<file path="src/sv/tsbf_pkg.sv">
// Package: shared types and constants of the turn signal button decision block.
`timescale 1ns / 1ps

package tsbf_pkg;

  // Input event codes
  typedef enum logic [1:0] {
    ACT_LEFT  = 2'd0,
    ACT_RIGHT = 2'd1,
    ACT_TICK  = 2'd2
  } action_t;

  // Configuration register indexes
  localparam logic [7:0] REG_MAX_WAIT   = 8'd0;
  localparam logic [7:0] REG_LONG_PRESS = 8'd1;

  localparam logic [15:0] MAX_WAIT_RESET   = 16'd2000;
  localparam logic [7:0]  LONG_PRESS_RESET = 8'd9;

  typedef struct packed {
    logic [1:0]  action;
    logic        left_held;
    logic        right_held;
    logic        hazard_on;
    logic [31:0] now_ms;
  } item_t;

  typedef struct packed {
    logic toggle_left;
    logic toggle_right;
    logic toggle_hazard;
    logic overtake_valid;
    logic overtake_value;
    logic timed_out;
  } result_t;

  typedef struct packed {
    logic [15:0] max_wait_ms;
    logic [7:0]  long_press_ticks;
  } cfg_t;

endpackage

</file>
<file path="src/sv/tsbf_if.sv">
// Interfaces: event input, result output and configuration write channels.
`timescale 1ns / 1ps

interface tsbf_evt_if;
  logic        valid;
  logic        ready;
  logic [1:0]  action;
  logic        left_held;
  logic        right_held;
  logic        hazard_on;
  logic [31:0] now_ms;

  modport source (output valid, action, left_held, right_held, hazard_on, now_ms,
                  input ready);
  modport sink   (input valid, action, left_held, right_held, hazard_on, now_ms,
                  output ready);
endinterface

interface tsbf_res_if;
  logic valid;
  logic ready;
  logic toggle_left;
  logic toggle_right;
  logic toggle_hazard;
  logic overtake_valid;
  logic overtake_value;
  logic timed_out;

  modport source (output valid, toggle_left, toggle_right, toggle_hazard,
                  overtake_valid, overtake_value, timed_out, input ready);
  modport sink   (input valid, toggle_left, toggle_right, toggle_hazard,
                  overtake_valid, overtake_value, timed_out, output ready);
endinterface

interface tsbf_cfg_if;
  logic        valid;
  logic        ready;
  logic [7:0]  index;
  logic [15:0] data;

  modport source (output valid, index, data, input ready);
  modport sink   (input valid, index, data, output ready);
endinterface

</file>
<file path="src/sv/tsbf_cfg_regs.sv">
// Configuration registers: maximum wait and long press tick count.
`timescale 1ns / 1ps

module tsbf_cfg_regs
  import tsbf_pkg::*;
(
  input  logic        clk,
  input  logic        rst,
  input  logic        wr_en,
  input  logic [7:0]  wr_index,
  input  logic [15:0] wr_data,
  output cfg_t        cfg
);

  always_ff @(posedge clk) begin
    if (rst) begin
      cfg.max_wait_ms      <= MAX_WAIT_RESET;
      cfg.long_press_ticks <= LONG_PRESS_RESET;
    end else if (wr_en) begin
      case (wr_index)
        REG_MAX_WAIT:   cfg.max_wait_ms      <= wr_data;
        REG_LONG_PRESS: cfg.long_press_ticks <= wr_data[7:0];
        default: ;
      endcase
    end
  end

endmodule

</file>
<file path="src/sv/tsbf_decide.sv">
// Decision logic: window state registers and per-event result.
`timescale 1ns / 1ps

module tsbf_decide
  import tsbf_pkg::*;
(
  input  logic    clk,
  input  logic    rst,
  input  logic    fire,
  input  item_t   item,
  input  cfg_t    cfg,
  output result_t res
);

  logic        left_pending, left_pending_next;
  logic        right_pending, right_pending_next;
  logic        awaiting_long, awaiting_long_next;
  logic        window_running, window_running_next;
  logic [7:0]  long_count, long_count_next;
  logic [31:0] window_start, window_start_next;
  logic [31:0] elapsed;
  logic        side_pending;

  always_ff @(posedge clk) begin
    if (rst) begin
      left_pending   <= 1'b0;
      right_pending  <= 1'b0;
      awaiting_long  <= 1'b0;
      window_running <= 1'b0;
      long_count     <= 8'd0;
      window_start   <= 32'd0;
    end else if (fire) begin
      left_pending   <= left_pending_next;
      right_pending  <= right_pending_next;
      awaiting_long  <= awaiting_long_next;
      window_running <= window_running_next;
      long_count     <= long_count_next;
      window_start   <= window_start_next;
    end
  end

  assign elapsed = item.now_ms - window_start;

  always_comb begin
    left_pending_next   = left_pending;
    right_pending_next  = right_pending;
    awaiting_long_next  = awaiting_long;
    window_running_next = window_running;
    long_count_next     = long_count;
    window_start_next   = window_start;
    res                 = '0;
    side_pending        = 1'b0;

    case (action_t'(item.action))
      ACT_LEFT, ACT_RIGHT: begin
        side_pending = (item.action == ACT_LEFT) ? left_pending : right_pending;
        if (!side_pending) begin
          // First press of an idle block opens the window
          if (!left_pending && !right_pending) begin
            window_start_next   = item.now_ms;
            window_running_next = 1'b1;
          end
          if (item.action == ACT_LEFT) left_pending_next = 1'b1;
          else                         right_pending_next = 1'b1;
        end
      end
      ACT_TICK: begin
        if (window_running) begin
          // Default for every branch that closes the window
          left_pending_next   = 1'b0;
          right_pending_next  = 1'b0;
          awaiting_long_next  = 1'b0;
          window_running_next = 1'b0;
          long_count_next     = 8'd0;
          if ({16'd0, cfg.max_wait_ms} <= elapsed) begin
            res.timed_out = 1'b1;
          end else if (awaiting_long) begin
            if (long_count < cfg.long_press_ticks) begin
              // Keep waiting: restore the window
              left_pending_next   = left_pending;
              right_pending_next  = right_pending;
              awaiting_long_next  = 1'b1;
              window_running_next = 1'b1;
              long_count_next     = long_count + 8'd1;
            end else begin
              res.overtake_valid = 1'b1;
              res.overtake_value = !(item.left_held || item.right_held);
            end
          end else if (item.left_held && item.right_held) begin
            res.toggle_hazard = 1'b1;
          end else if (!item.hazard_on && item.left_held) begin
            res.toggle_left     = 1'b1;
            right_pending_next  = right_pending;
            awaiting_long_next  = 1'b1;
            window_running_next = 1'b1;
            long_count_next     = long_count;
            window_start_next   = item.now_ms;
          end else if (!item.hazard_on && item.right_held) begin
            res.toggle_right    = 1'b1;
            left_pending_next   = left_pending;
            awaiting_long_next  = 1'b1;
            window_running_next = 1'b1;
            long_count_next     = long_count;
            window_start_next   = item.now_ms;
          end else if (!item.hazard_on && left_pending) begin
            res.toggle_left = 1'b1;
          end else if (!item.hazard_on && right_pending) begin
            res.toggle_right = 1'b1;
          end
        end
      end
      default: ;
    endcase
  end

endmodule

</file>
<file path="src/sv/turn_signal_button_fsm.sv">
// Top level: turn signal button decision block with registered input and result.
`timescale 1ns / 1ps
// An accepted event transaction is held in the input register, then the decision logic
//   loads its result into the result register, which presents it on res.
// Throughput: one event transaction per cycle while res.ready is high; the decision logic is combinational.
// Reset (rst, synchronous, active high) empties both stages, clears the window state
//   and loads max_wait_ms = 2000 and long_press_ticks = 9.

module turn_signal_button_fsm
  import tsbf_pkg::*;
(
  input  logic              clk,
  input  logic              rst,
  tsbf_evt_if.sink          evt,
  tsbf_res_if.source        res,
  tsbf_cfg_if.sink          cfg
);

  // Input stage
  logic    s1_valid;
  item_t   s1_item;

  // Result register
  logic    out_valid;
  result_t out_res;

  logic    out_free;
  logic    advance;
  result_t dec_res;
  cfg_t    cfg_q;

  // Result register can take a new value when empty or being drained
  assign out_free  = !out_valid || res.ready;
  // Move the held event through the decision logic
  assign advance   = s1_valid && out_free;
  // Accept a new event whenever the input stage empties this cycle
  assign evt.ready = !s1_valid || out_free;

  // Configuration writes are always taken
  assign cfg.ready = 1'b1;

  tsbf_cfg_regs u_cfg_regs (
    .clk      (clk),
    .rst      (rst),
    .wr_en    (cfg.valid),
    .wr_index (cfg.index),
    .wr_data  (cfg.data),
    .cfg      (cfg_q)
  );

  tsbf_decide u_decide (
    .clk  (clk),
    .rst  (rst),
    .fire (advance),
    .item (s1_item),
    .cfg  (cfg_q),
    .res  (dec_res)
  );

  // Control: hold valid flags until their transactions move on
  always_ff @(posedge clk) begin
    if (rst) begin
      s1_valid  <= 1'b0;
      out_valid <= 1'b0;
    end else begin
      if (evt.valid && evt.ready) s1_valid <= 1'b1;
      else if (advance)           s1_valid <= 1'b0;

      if (advance)        out_valid <= 1'b1;
      else if (res.ready) out_valid <= 1'b0;
    end
  end

  // Payload: capture the event and the decided result
  always_ff @(posedge clk) begin
    if (evt.valid && evt.ready) begin
      s1_item.action     <= evt.action;
      s1_item.left_held  <= evt.left_held;
      s1_item.right_held <= evt.right_held;
      s1_item.hazard_on  <= evt.hazard_on;
      s1_item.now_ms     <= evt.now_ms;
    end
    if (advance) out_res <= dec_res;
  end

  assign res.valid          = out_valid;
  assign res.toggle_left    = out_res.toggle_left;
  assign res.toggle_right   = out_res.toggle_right;
  assign res.toggle_hazard  = out_res.toggle_hazard;
  assign res.overtake_valid = out_res.overtake_valid;
  assign res.overtake_value = out_res.overtake_value;
  assign res.timed_out      = out_res.timed_out;

endmodule

</file>
<file path="src/flat_wrapper.sv">
// flat-port wrapper written by rule: the top's interface ports become plain ports
module turn_signal_button_fsm_flat import tsbf_pkg::*;
  (clk, rst, evt_valid, evt_action, evt_left_held, evt_right_held, evt_hazard_on, evt_now_ms, evt_ready, res_valid, res_toggle_left, res_toggle_right, res_toggle_hazard, res_overtake_valid, res_overtake_value, res_timed_out, res_ready, cfg_valid, cfg_index, cfg_data, cfg_ready);
  tsbf_evt_if evt_i ();
  tsbf_res_if res_i ();
  tsbf_cfg_if cfg_i ();
  input  logic clk;
  input  logic rst;
  input wire logic [$bits(evt_i.valid)-1:0] evt_valid;
  input wire logic [$bits(evt_i.action)-1:0] evt_action;
  input wire logic [$bits(evt_i.left_held)-1:0] evt_left_held;
  input wire logic [$bits(evt_i.right_held)-1:0] evt_right_held;
  input wire logic [$bits(evt_i.hazard_on)-1:0] evt_hazard_on;
  input wire logic [$bits(evt_i.now_ms)-1:0] evt_now_ms;
  output wire logic [$bits(evt_i.ready)-1:0] evt_ready;
  output wire logic [$bits(res_i.valid)-1:0] res_valid;
  output wire logic [$bits(res_i.toggle_left)-1:0] res_toggle_left;
  output wire logic [$bits(res_i.toggle_right)-1:0] res_toggle_right;
  output wire logic [$bits(res_i.toggle_hazard)-1:0] res_toggle_hazard;
  output wire logic [$bits(res_i.overtake_valid)-1:0] res_overtake_valid;
  output wire logic [$bits(res_i.overtake_value)-1:0] res_overtake_value;
  output wire logic [$bits(res_i.timed_out)-1:0] res_timed_out;
  input wire logic [$bits(res_i.ready)-1:0] res_ready;
  input wire logic [$bits(cfg_i.valid)-1:0] cfg_valid;
  input wire logic [$bits(cfg_i.index)-1:0] cfg_index;
  input wire logic [$bits(cfg_i.data)-1:0] cfg_data;
  output wire logic [$bits(cfg_i.ready)-1:0] cfg_ready;
  assign evt_i.valid = evt_valid;
  assign evt_i.action = evt_action;
  assign evt_i.left_held = evt_left_held;
  assign evt_i.right_held = evt_right_held;
  assign evt_i.hazard_on = evt_hazard_on;
  assign evt_i.now_ms = evt_now_ms;
  assign evt_ready = evt_i.ready;
  assign res_valid = res_i.valid;
  assign res_toggle_left = res_i.toggle_left;
  assign res_toggle_right = res_i.toggle_right;
  assign res_toggle_hazard = res_i.toggle_hazard;
  assign res_overtake_valid = res_i.overtake_valid;
  assign res_overtake_value = res_i.overtake_value;
  assign res_timed_out = res_i.timed_out;
  assign res_i.ready = res_ready;
  assign cfg_i.valid = cfg_valid;
  assign cfg_i.index = cfg_index;
  assign cfg_i.data = cfg_data;
  assign cfg_ready = cfg_i.ready;
  turn_signal_button_fsm u_core (.clk(clk), .rst(rst), .evt(evt_i), .res(res_i), .cfg(cfg_i));
endmodule
</file>
<file path="config.mk">
export PLATFORM = sky130hd
export DESIGN_NAME = turn_signal_button_fsm_flat
export DESIGN_NICKNAME = d
export VERILOG_FILES = /design/src/sv/tsbf_pkg.sv /design/src/sv/tsbf_if.sv /design/src/sv/tsbf_cfg_regs.sv /design/src/sv/tsbf_decide.sv /design/src/sv/turn_signal_button_fsm.sv /design/src/flat_wrapper.sv
export SDC_FILE = /design/constraint.sdc
export NUM_CORES = 1
export LEC_CHECK = 0
export BUFFER_PORTS_ARGS = -buffer_cell sky130_fd_sc_hd__buf_4
export CORE_UTILIZATION = 25
export DETAILED_ROUTE_END_ITERATION = 7
export PLACE_DENSITY_LB_ADDON = 0.15
export SKIP_CTS_REPAIR_TIMING = 1
export SKIP_LAST_GASP = 1
export SLEW_MARGIN = 20
export SYNTH_ARGS = -nofsm -noshare
export SYNTH_HDL_FRONTEND = slang
export SYNTH_SLANG_ARGS = --single-unit
</file>
<file path="constraint.sdc">
create_clock -name clk -period 8.05 [get_ports clk]
set_input_delay 2.0125 -clock clk [delete_from_list [all_inputs] [get_ports clk]]
set_output_delay 2.0125 -clock clk [all_outputs]
set_load 0.01 [all_outputs]
</file>
==> results of run 1 <==
-- sequential cells by signal, indices dropped and copies added (netlist names), 8 cells and up --
signal,count
u_core.s1_item,37
u_core.u_decide.long_count,8
u_core.u_decide.window_start,32
u_core.u_cfg_regs.cfg,24
-- cells in the final DEF, fill, tap and decap left out, types with 4 or more instances in the layout --
master	instances
a211oi_1	15
a21o_1	13
a21oi_1	49
and3_1	33
buf_4	78
clkbuf_16	17
dfxtp_1	70
edfxtp_1	43
ha_1	55
inv_1	55
mux2i_1	57
nand2_1	64
nand2b_1	9
nand3_1	18
nand4_1	53
nor2_1	59
nor2b_1	12
nor3_1	48
nor4_1	6
o211ai_1	5
o21a_1	4
o21ai_0	36
o21ai_1	5
o21bai_1	4
o311ai_1	30
or2_2	4
or3_1	12
xnor2_1	12
xor2_1	7
-- per-layer routing --
| layer | track usage, % | up-vias |
|---|---|---|
| li1 | - | 3489 |
| met1 | 21.67 | 3214 |
| met2 | 21.22 | 152 |
| met3 | 2.672 | 20 |
| met4 | 4.838 | 0 |
| met5 | 0 | - |
-- logic make-up after synthesis --
family          Yosys count  share of synthesized area (%)
buf+inv                 105                          5.471
fa+ha+maj                56                          9.055
compound gates          202                          18.17
mux                      59                          7.583
simple gates            343                          23.12
other cells               1                        0.04795
xor+xnor                 19                          2.128
flops                   113                          34.43
-- area by class of cell --
class	count	area (sq um)	area share [%]
clock buffers	21	470.5	5.075
multi-input cells	680	4715	50.86
repair buffers	78	585.6	6.317
well taps	396	495.5	5.345
inverters	56	210.2	2.268
flip-flops and latches	113	2693	29.05
clock inverters	11	101.3	1.093
-- worst paths after layout --
kind | start | to | slack [ns] | cells after the start
max | u_core.s1_item[4] | u_core.u_decide.window_start[7] | 2.51 | 18
min | u_core.u_cfg_regs.cfg[0] | u_core.u_cfg_regs.cfg[0] | 0.47 | 2
max reg2reg | u_core.s1_item[4] | u_core.u_decide.window_start[7] | 2.51 | 18
min reg2reg | u_core.u_cfg_regs.cfg[0] | u_core.u_cfg_regs.cfg[0] | 0.47 | 2
-- power by group --
part	total [mW]	internal [mW]	switching, mW
registers	0.631	0.618	0.0134
logic	0.343	0.130	0.213
clock network	0.752	0.451	0.301
-- worst min-delay path, cell delays in order (launching register included) --
cell,delay [ns]
dfxtp_1,0.32
mux2i_1,0.07
nand2_1,0.05
-- stage by stage --
| stage | instances | cell area [sq um] | utilization, % | setup slack (ns) | hold slack (ns) |
|---|---|---|---|---|---|
| global placement | 1323 | 8698 | 28.36 | 2.654 | 0.4607 |
| floorplan | 898 | 7821 | - | 3.728 | 0.4446 |
| finish | 1355 | 9270 | 30.23 | 2.510 | 0.4722 |
| detailed placement | 1323 | 8698 | 28.36 | 2.509 | 0.4650 |
| CTS | 1355 | 9270 | 30.23 | 2.460 | 0.4801 |
| global route | 1355 | 9270 | 30.23 | 2.048 | 0.5076 |
==> run_results.csv, run 1 <==
group,metric,value,unit
detailed_routing,routed.top_layer,"met4",
critical_path,crit_required,8.31,ns
logic_synthesis,ys_ff_latch,113,
detailed_routing,dr_total_vias,6875,
floorplanning,num_rows,64,
placed_design,place.port_buffers,73,
critical_path,slowest_stage,"nand4b_4",
clock_tree,clk_latency,0.43,ns
global_routing,antenna_found_initial,0,
detailed_routing,met2_length,9664,microns
detailed_routing,vias_per_cell,5.074,
logic_synthesis,yosysMostFrequentCell,"dfxtp_1",
logic_synthesis,synth_nets,1020,
critical_path,path_buf_inv,0,
logic_synthesis,synth_area_leader_cell,"dfxtp_1",
floorplanning,fp.coreArea,30670,sq um
detailed_routing,wl_met3,1026,microns
logic_synthesis,async_flop_share,0,%
floorplanning,die_w,178.9,microns
detailed_routing,met1Wirelength,11850,microns
logic_synthesis,synth.area.top_cells,"dfxtp_1 18%, edfxtp_1 17%, ha_1 8.8%",
floorplanning,fp.dieH,178.9,microns
detailed_routing,wl,22860,microns
placed_design,dp_hpwl,16150,microns
clock_tree,ctsHtreeMaxLevel,4,
clock_tree,cts_buffer_depth,2,
logic_synthesis,netlist_instances,898,
detailed_routing,detail_route.wl_per_cell,16.87,microns
power,leakagePower,3.689,nW
logic_synthesis,synth_commonest_cells,"70 x dfxtp_1, 64 x nand2_1, 61 x nor2_1",
sta,tns,0,ns
sta,hold_viol,0,
clock_tree,clkSinkCount,113,
sta,worstMarginPinSlew,1.045,ns
global_routing,grt-ovfl-total,0,
power,ir_drop,0.1325,mV
floorplanning,dieArea,32000,sq um
global_routing,grt_pass1_vias,6368,
sta,period_minus_slack,5.540,ns
critical_path,path_class,"reg -> reg",
sta,slew_violations,0,
hold_path,hp-class,"reg -> reg",
clock_tree,cts_root_buf,"clkbuf_16",
detailed_routing,drtIter0Drc,433,
global_routing,grt_pass1_wl,36270,microns
sta,finalClockSkew,0.01160,ns
sta,relSlewSlack,30.25,%
detailed_routing,drt.antenna.violating_nets,0,
logic_synthesis,yosys_warnings,0,
critical_path,cp-end-kind,"flip-flop",
critical_path,arrival,5.80,ns
critical_path,cp_max_fo,32,
detailed_routing,route.detailed.drc,0,
layout,fin_nets,1068,
critical_path,cp-start-kind,"flip-flop",
status,status,"complete, no violations",
sta,clock.fmax,0.1805,GHz
layout,nFillCells,3232,
global_routing,gr-usage-all-layers,14.71,%
flow_run,maxCapViolations,0,
sta,finalCritPeriodShare,68.82,%
floorplanning,io_pins,75,
logic_synthesis,synth_area,7821,sq um
placed_design,gp_congestion,0.8193,
power,power,1.725,mW
critical_path,cpMostUsedCell,"nand4_1",
layout,drive_gt1_share,13.87,%
detailed_routing,firstDrtPassIters,5,
layout,antennaDiodeCount,0,
critical_path,crit_chain,"ha_1, and2_1, a221oi_2, nand2_1, a21o_1, a21oi_1, xor2_1, ha_1, nand4_1, nor3_1, a211oi_1, nand4_1, nor4bb_1, nand4_1, a2111oi_4, nand4b_4, mux2i_1, o311ai_0",
global_routing,grt_start_max_net_pins,97,
logic_synthesis,synth_ff_type,"dfxtp_1",
clock_tree,cts.clk_slew.worst_paths,0.06,ns
sta,rsz0062_at_grt,"no",
power,powerDensity,186.1,nW/um^2
sta,setup_viol,0,
clock_tree,cts_tree,"done",
critical_path,crit_path_max_incr_delay,0.81,ns
logic_synthesis,synth_edf_count,43,
logic_synthesis,synthDistinctLibCells,75,
logic_synthesis,synth_sequential_area_ratio,34.43,%
clock_tree,numCtsBuffers,17,
critical_path,path_delay_family,"simple AND/OR/NAND/NOR gates",
layout,syn2layout_area_growth,18.53,%
floorplanning,floorplan.initialDensity,25.50,%
logic_synthesis,synth_top_area_share,17.92,%
logic_synthesis,avgSynthCellArea,8.710,sq um
No activity file was read; power rests on OpenSTA's default activity.
==> inputs of run 2 (changes only) <==
==> constraint.sdc (replaced) <==
create_clock -name clk -period 4.58 [get_ports clk]
set_input_delay 1.145 -clock clk [delete_from_list [all_inputs] [get_ports clk]]
set_output_delay 1.145 -clock clk [all_outputs]
set_load 0.01 [all_outputs]
==> run 2 against run 1 <==
Sequential share of layout area fell by 1.9 points. Routed wire length rose by 4.6%. Clock power rose by 81%. Fmax rose by 25%. Register-to-register slack got worse by 2.4 ns. Critical path depth rose by 2. Cell count rose by 3.2%. Non-clock buffer count rose by 44. Largest cell class unchanged. Critical endpoint is now u_core.u_decide.window_start[0]. Hold slack improved by 0.013 ns. Total power rose by 82%.
==> run_results.csv, run 2 (synthesized netlist as in run 1, its figures left out) <==
group,metric,value,unit
sta,whs,0.4855,ns
detailed_routing,detail_route.wl_per_cell,17.10,microns
placed_design,place.port_buffers,73,
global_routing,grt_pass1_vias,6408,
layout,top_regs,"u_core.s1_item (37), u_core.u_decide.window_start (32), u_core.u_cfg_regs.cfg (24)",
global_routing,grt_start_max_net_pins,65,
flow_run,maxCapViolations,0,
power,switching_share,30.58,%
layout,fin_area,9906,sq um
detailed_routing,dr_total_vias,7013,
clock_tree,clkSinkCount,113,
critical_path,crit_required,4.86,ns
layout,layout_commonest_cell,"buf_4",
placed_design,gp_congestion,0.8191,
clock_tree,cts_tree,"done",
detailed_routing,drt.antenna.violating_nets,0,
clock_tree,cts_root_buf,"clkbuf_16",
critical_path,path_delay_family,"simple AND/OR/NAND/NOR gates",
sta,worstMarginPinSlew,0.9057,ns
critical_path,crit_chain,"inv_1, ha_1, fa_2, nand2b_1, a21oi_4, nor2b_1, xor2_1, ha_1, nand4_1, buf_4, a21oi_1, a211oi_1, o21ai_0, o21ai_0, nor4_2, nand4b_4, buf_12, clkbuf_16, mux2i_1, o311ai_1",
layout,fin_nets,1112,
power,p_seq_share,35.3,%
critical_path,crit_path_max_incr_delay,0.48,ns
floorplanning,dieArea,32000,sq um
critical_path,path_buf_inv,4,
power,pwr-share-clk,43.4,%
placed_design,dpl_cell_area,8949,sq um
clock_tree,ctsHtreeMaxLevel,4,
floorplanning,die_w,178.9,microns
detailed_routing,vias_per_cell,5.013,
clock_tree,clk_latency,0.42,ns
detailed_routing,firstDrtPassIters,5,
floorplanning,fp.dieH,178.9,microns
sta,hold_viol,0,
power,power.internal,2.183,mW
detailed_routing,drtIter0Drc,415,
critical_path,cp_max_fo,5,
hold_path,hp-class,"reg -> reg",
sta,rsz0062_at_grt,"yes",
status,status,"complete, no violations",
detailed_routing,route.detailed.drc,0,
clock_tree,cts.clk_slew.worst_paths,0.06,ns
critical_path,cp-end-kind,"flip-flop",
floorplanning,floorplan.initialDensity,25.50,%
global_routing,gr-usage-all-layers,14.86,%
global_routing,grt-ovfl-total,0,
power,power_switching,0.9618,mW
sta,clock.fmax,0.2251,GHz
power,ir_drop,0.2217,mV
sta,slew_violations,0,
layout,top_register,"u_core.s1_item",
global_routing,grt_pass1_wl,36290,microns
global_routing,antenna_found_initial,0,
clock_tree,cts_buffer_depth,2,
floorplanning,num_rows,64,
critical_path,path_class,"reg -> reg",
sta,relSlewSlack,39.15,%
clock_tree,numCtsBuffers,17,
sta,finalCritPeriodShare,96.99,%
critical_path,cp-start-kind,"flip-flop",
layout,syn2layout_area_growth,26.65,%
power,powerDensity,317.5,nW/um^2
detailed_routing,wl,23920,microns
placed_design,dp_hpwl,17230,microns
layout,antennaDiodeCount,0,
sta,period_minus_slack,4.442,ns
sta,finalClockSkew,0.01172,ns
layout,final_cell_mix,"114 x buf_4, 69 x dfxtp_1, 62 x nand2_1",
floorplanning,io_pins,75,
layout,drive_gt1_share,20.24,%
critical_path,arrival,4.72,ns
critical_path,slowest_stage,"nor4_2",
layout,largest_reg_flops,37,
floorplanning,fp.coreArea,30670,sq um
sta,setup_viol,0,
power,p_comb_share,21.4,%
power,power,3.145,mW
power,leakagePower,3.981,nW
## run 2: area by class of cell
cell class / count / area (sq um)
clock buffer: 20 / 479.2
multi-input combinational: 680 / 4882
clock inverter: 12 / 115.1
sequential: 113 / 2694
inverter: 56 / 210.2
fill: 3237 / 20760
timing repair buffer: 122 / 1030
tap: 396 / 495.5
## run 2: worst paths after layout
check	startpoint	endpoint	slack [ns]	cells past startpoint
setup / recovery	u_core.s1_item[0]	u_core.u_decide.window_start[0]	0.14	20
hold / removal	u_core.u_cfg_regs.cfg[0]	u_core.u_cfg_regs.cfg[0]	0.49	2
setup reg to reg	u_core.s1_item[0]	u_core.u_decide.window_start[0]	0.14	20
hold reg to reg	u_core.u_cfg_regs.cfg[0]	u_core.u_cfg_regs.cfg[0]	0.49	2
## run 2: tightest hold or removal path, delay by kind of cell, from the launching register on
kind,cells,cell delay [ns]
simple gates,1,0.05
flops,1,0.33
mux,1,0.07
## run 2: power by group through the flow
| stage | clock (mW) | combinational [mW] | sequential (mW) |
|---|---|---|---|
| after global routing | 1.45 | 0.747 | 1.11 |
| after CTS | 1.40 | 0.632 | 1.11 |
| final | 1.36 | 0.672 | 1.11 |
| after floorplan | 0 | 0.413 | 1.12 |
| after global placement | 0 | 0.634 | 1.13 |
| after detailed placement | 0 | 0.628 | 1.13 |
## run 2: layer usage
| metal | up-vias | routed length, microns | track usage [%] |
|---|---|---|---|
| met5 | - | 0 | 0 |
| met4 | 0 | 556 | 5.261 |
| met3 | 25 | 773 | 2.417 |
| met2 | 136 | 10230 | 21.72 |
| met1 | 3277 | 12360 | 21.70 |
| li1 | 3575 | - | - |
## run 2: through the flow
step	TNS, ns	setup WS (ns)	cells	util [%]
after global placement	0	0.01901	1353	29.18
final	0	0.1379	1399	32.30
after CTS	-1.345	-0.1055	1385	31.12
after detailed placement	-0.2127	-0.05894	1353	29.18
after floorplan	0	0.4398	898	-
after global routing	-4.419	-0.1894	1399	32.30
==> inputs of run 3 (changes only) <==
==> constraint.sdc (replaced) <==
create_clock -name clk -period 3.7 [get_ports clk]
set_input_delay 0.925 -clock clk [delete_from_list [all_inputs] [get_ports clk]]
set_output_delay 0.925 -clock clk [all_outputs]
set_load 0.01 [all_outputs]
==> run 3 against run 2 <==
The flow now finishes with violations (setup timing). Critical path depth grew 1. Fmax shrank 1.4%. Total power grew 33%. Clock power grew 31%. Critical path type unchanged. Non-clock buffer count grew 110. Largest power group unchanged. Clock skew grew 0.0024 ns.
==> run_results.csv, run 3 (synthesized netlist as in run 1, its figures left out) <==
group,metric,value,unit
status,status,"finished, violations left",
status,violations,"setup timing",
layout,top_regs,"u_core.s1_item (37), u_core.u_decide.window_start (32), u_core.u_cfg_regs.cfg (24)",
floorplanning,dieArea,32000,sq um
layout,fin_area,10960,sq um
layout,syn2layout_area_growth,40.14,%
hold_path,hold_start,"u_core.u_cfg_regs.cfg[0]",
power,switching_share,29.79,%
layout,fin_nets,1222,
detailed_routing,wl,24350,microns
floorplanning,num_rows,64,
power,p_comb_share,24.7,%
floorplanning,die_w,178.9,microns
floorplanning,io_pins,75,
floorplanning,floorplan.initialDensity,25.50,%
critical_path,path_class,"reg -> reg",
clock_tree,clkSinkCount,113,
floorplanning,fp.coreArea,30670,sq um
detailed_routing,route.detailed.drc,0,
layout,drive_gt1_share,30.37,%
critical_path,path_delay_family,"simple AND/OR/NAND/NOR gates",
placed_design,dp_hpwl,17930,microns
sta,relSlewSlack,43.18,%
global_routing,antenna_found_initial,0,
clock_tree,clk_latency,0.43,ns
floorplanning,fp.dieH,178.9,microns
clock_tree,cts_tree,"done",
layout,layout_commonest_cell,"buf_4",
power,power.internal,2.938,mW
sta,rsz0062_at_grt,"yes",
placed_design,place.port_buffers,73,
sta,hold_viol,0,
sta,worstMarginPinSlew,0.8523,ns
placed_design,gp_congestion,0.8372,
critical_path,cp-end-kind,"flip-flop",
critical_path,path_buf_inv,4,
sta,period_minus_slack,4.507,ns
critical_path,cpMostUsedCell,"buf_4",
clock_tree,ctsHtreeMaxLevel,4,
layout,nFillCells,3187,
critical_path,slowest_stage,"edfxtp_1",
global_routing,grt-ovfl-total,0,
detailed_routing,drtIter0Drc,389,
hold_path,hp-class,"reg -> reg",
power,powerDensity,381.8,nW/um^2
critical_path,cp_max_fo,6,
sta,finalClockSkew,0.01407,ns
global_routing,grt_start_max_net_pins,97,
power,ir_drop,0.2323,mV
critical_path,crit_chain,"ha_4, and2_4, o211ai_1, buf_4, buf_4, a21oi_4, nor2_2, xor2_1, ha_1, nand2_2, nor2_2, a211oi_2, nand4_1, nor4bb_1, nand4_1, a2111oi_4, buf_4, nand4b_4, clkbuf_16, mux2i_1, o311ai_1",
global_routing,grt_pass1_vias,6980,
detailed_routing,firstDrtPassIters,4,
clock_tree,numCtsBuffers,17,
critical_path,regToRegStartpoint,"u_core.s1_item[4]",
power,pwr-share-clk,42.5,%
global_routing,gr-usage-all-layers,15.25,%
clock_tree,cts.clk_slew.worst_paths,0.06,ns
sta,setup_ws,-0.8071,ns
critical_path,cp-start-kind,"flip-flop",
critical_path,crit_required,3.99,ns
clock_tree,cts_buffer_depth,2,
sta,slew_violations,0,
sta,finalCritPeriodShare,121.8,%
critical_path,r2r_cells,21,
critical_path,crit_path_max_incr_delay,0.42,ns
flow_run,maxCapViolations,0,
detailed_routing,drt.antenna.violating_nets,0,
global_routing,grt_pass1_wl,37670,microns
hold_path,whs_path_depth,2,
placed_design,dpl_cell_area,9828,sq um
clock_tree,cts_root_buf,"clkbuf_16",
sta,setup_viol,50,
critical_path,worst-path-stages,21,
layout,top_register,"u_core.s1_item",
detailed_routing,dr_total_vias,7380,
critical_path,arrival,4.79,ns
power,power_switching,1.247,mW
power,p_seq_share,32.8,%
detailed_routing,vias_per_cell,4.887,
detailed_routing,detail_route.wl_per_cell,16.13,microns
sta,clock.fmax,0.2219,GHz
power,power,4.184,mW
layout,final_cell_mix,"223 x buf_4, 70 x dfxtp_1, 59 x nand2_1",
critical_path,worstReg2RegEnd,"u_core.u_decide.window_start[28]",
hold_path,hold_end,"u_core.u_cfg_regs.cfg[0]",
critical_path,worst-r2r-setup-slack,-0.81,ns
layout,largest_reg_flops,37,
power,leakagePower,4.550,nW
==> run 3: cell types whose count changed in the layout (fill, tap and decap cells not counted), moves of 3 or more <==
| cell | previous run | this run |
|---|---|---|
| a21oi_1 | 44 | 40 |
| a21oi_2 | 5 | 8 |
| buf_4 | 114 | 223 |
| ha_1 | 50 | 42 |
| ha_4 | 5 | 13 |
| nand2_1 | 62 | 59 |
==> run 3: layout make-up <==
class,instances,area (sq um),area share [%]
multi-input combinational,680,5079,46.34
sequential,113,2693,24.57
timing repair buffer,232,1852,16.90
tap,396,495.5,4.521
clock buffer,21,493.0,4.498
inverter,56,210.2,1.918
clock inverter,11,136.4,1.244
antenna,1,2.502,0.02283
==> run 3: power groups by stage <==
| stage | combinational [mW] | sequential (mW) | clock, mW |
|---|---|---|---|
| global placement | 0.952 | 1.40 | 0 |
| CTS | 0.955 | 1.37 | 1.83 |
| detailed placement | 0.950 | 1.40 | 0 |
| finish | 1.03 | 1.37 | 1.78 |
| floorplan | 0.523 | 1.39 | 0 |
| global route | 1.14 | 1.38 | 1.89 |
==> run 3: per-stage QoR <==
stage | util, % | worst slack [ns] | instances | hold WS, ns | TNS, ns
detailed placement | 32.05 | -0.7684 | 1459 | 0.4613 | -35.67
CTS | 34.10 | -0.8033 | 1491 | 0.4762 | -37.07
finish | 35.74 | -0.8071 | 1510 | 0.4723 | -34.62
floorplan | - | -0.2476 | 898 | 0.4446 | -8.570
global placement | 32.05 | -0.7291 | 1459 | 0.4604 | -34.47
global route | 35.73 | -0.9719 | 1509 | 0.5199 | -44.09
==> run 3: worst min-delay path: stages, from the launching register on <==
cell,delay [ns]
dfxtp_1,0.32
mux2i_1,0.07
nand2_1,0.06
==> run 3: worst max-delay path by stage <==
stage / from / end / slack [ns]
after global routing: u_core.s1_item[7] / u_core.u_decide.window_start[3] / -0.97
after CTS: u_core.s1_item[0] / u_core.u_decide.window_running / -0.80
after detailed placement: u_core.s1_item[9] / u_core.u_decide.window_start[6] / -0.77
after floorplan: u_core.s1_item[4] / u_core.u_decide.window_start[11] / -0.25
final: u_core.s1_item[4] / u_core.u_decide.window_start[28] / -0.81
after global placement: u_core.s1_item[0] / u_core.u_decide.window_start[20] / -0.73
==> run 3: metal layers <==
layer  part of all wire [%]  GRT usage [%]  up-vias
met1                     52          22.06     3471
met3                    2.7          2.269       13
met2                     44          23.13      110
met4                    1.4          4.449        0
li1                       -              -     3786
met5                      0              0        -
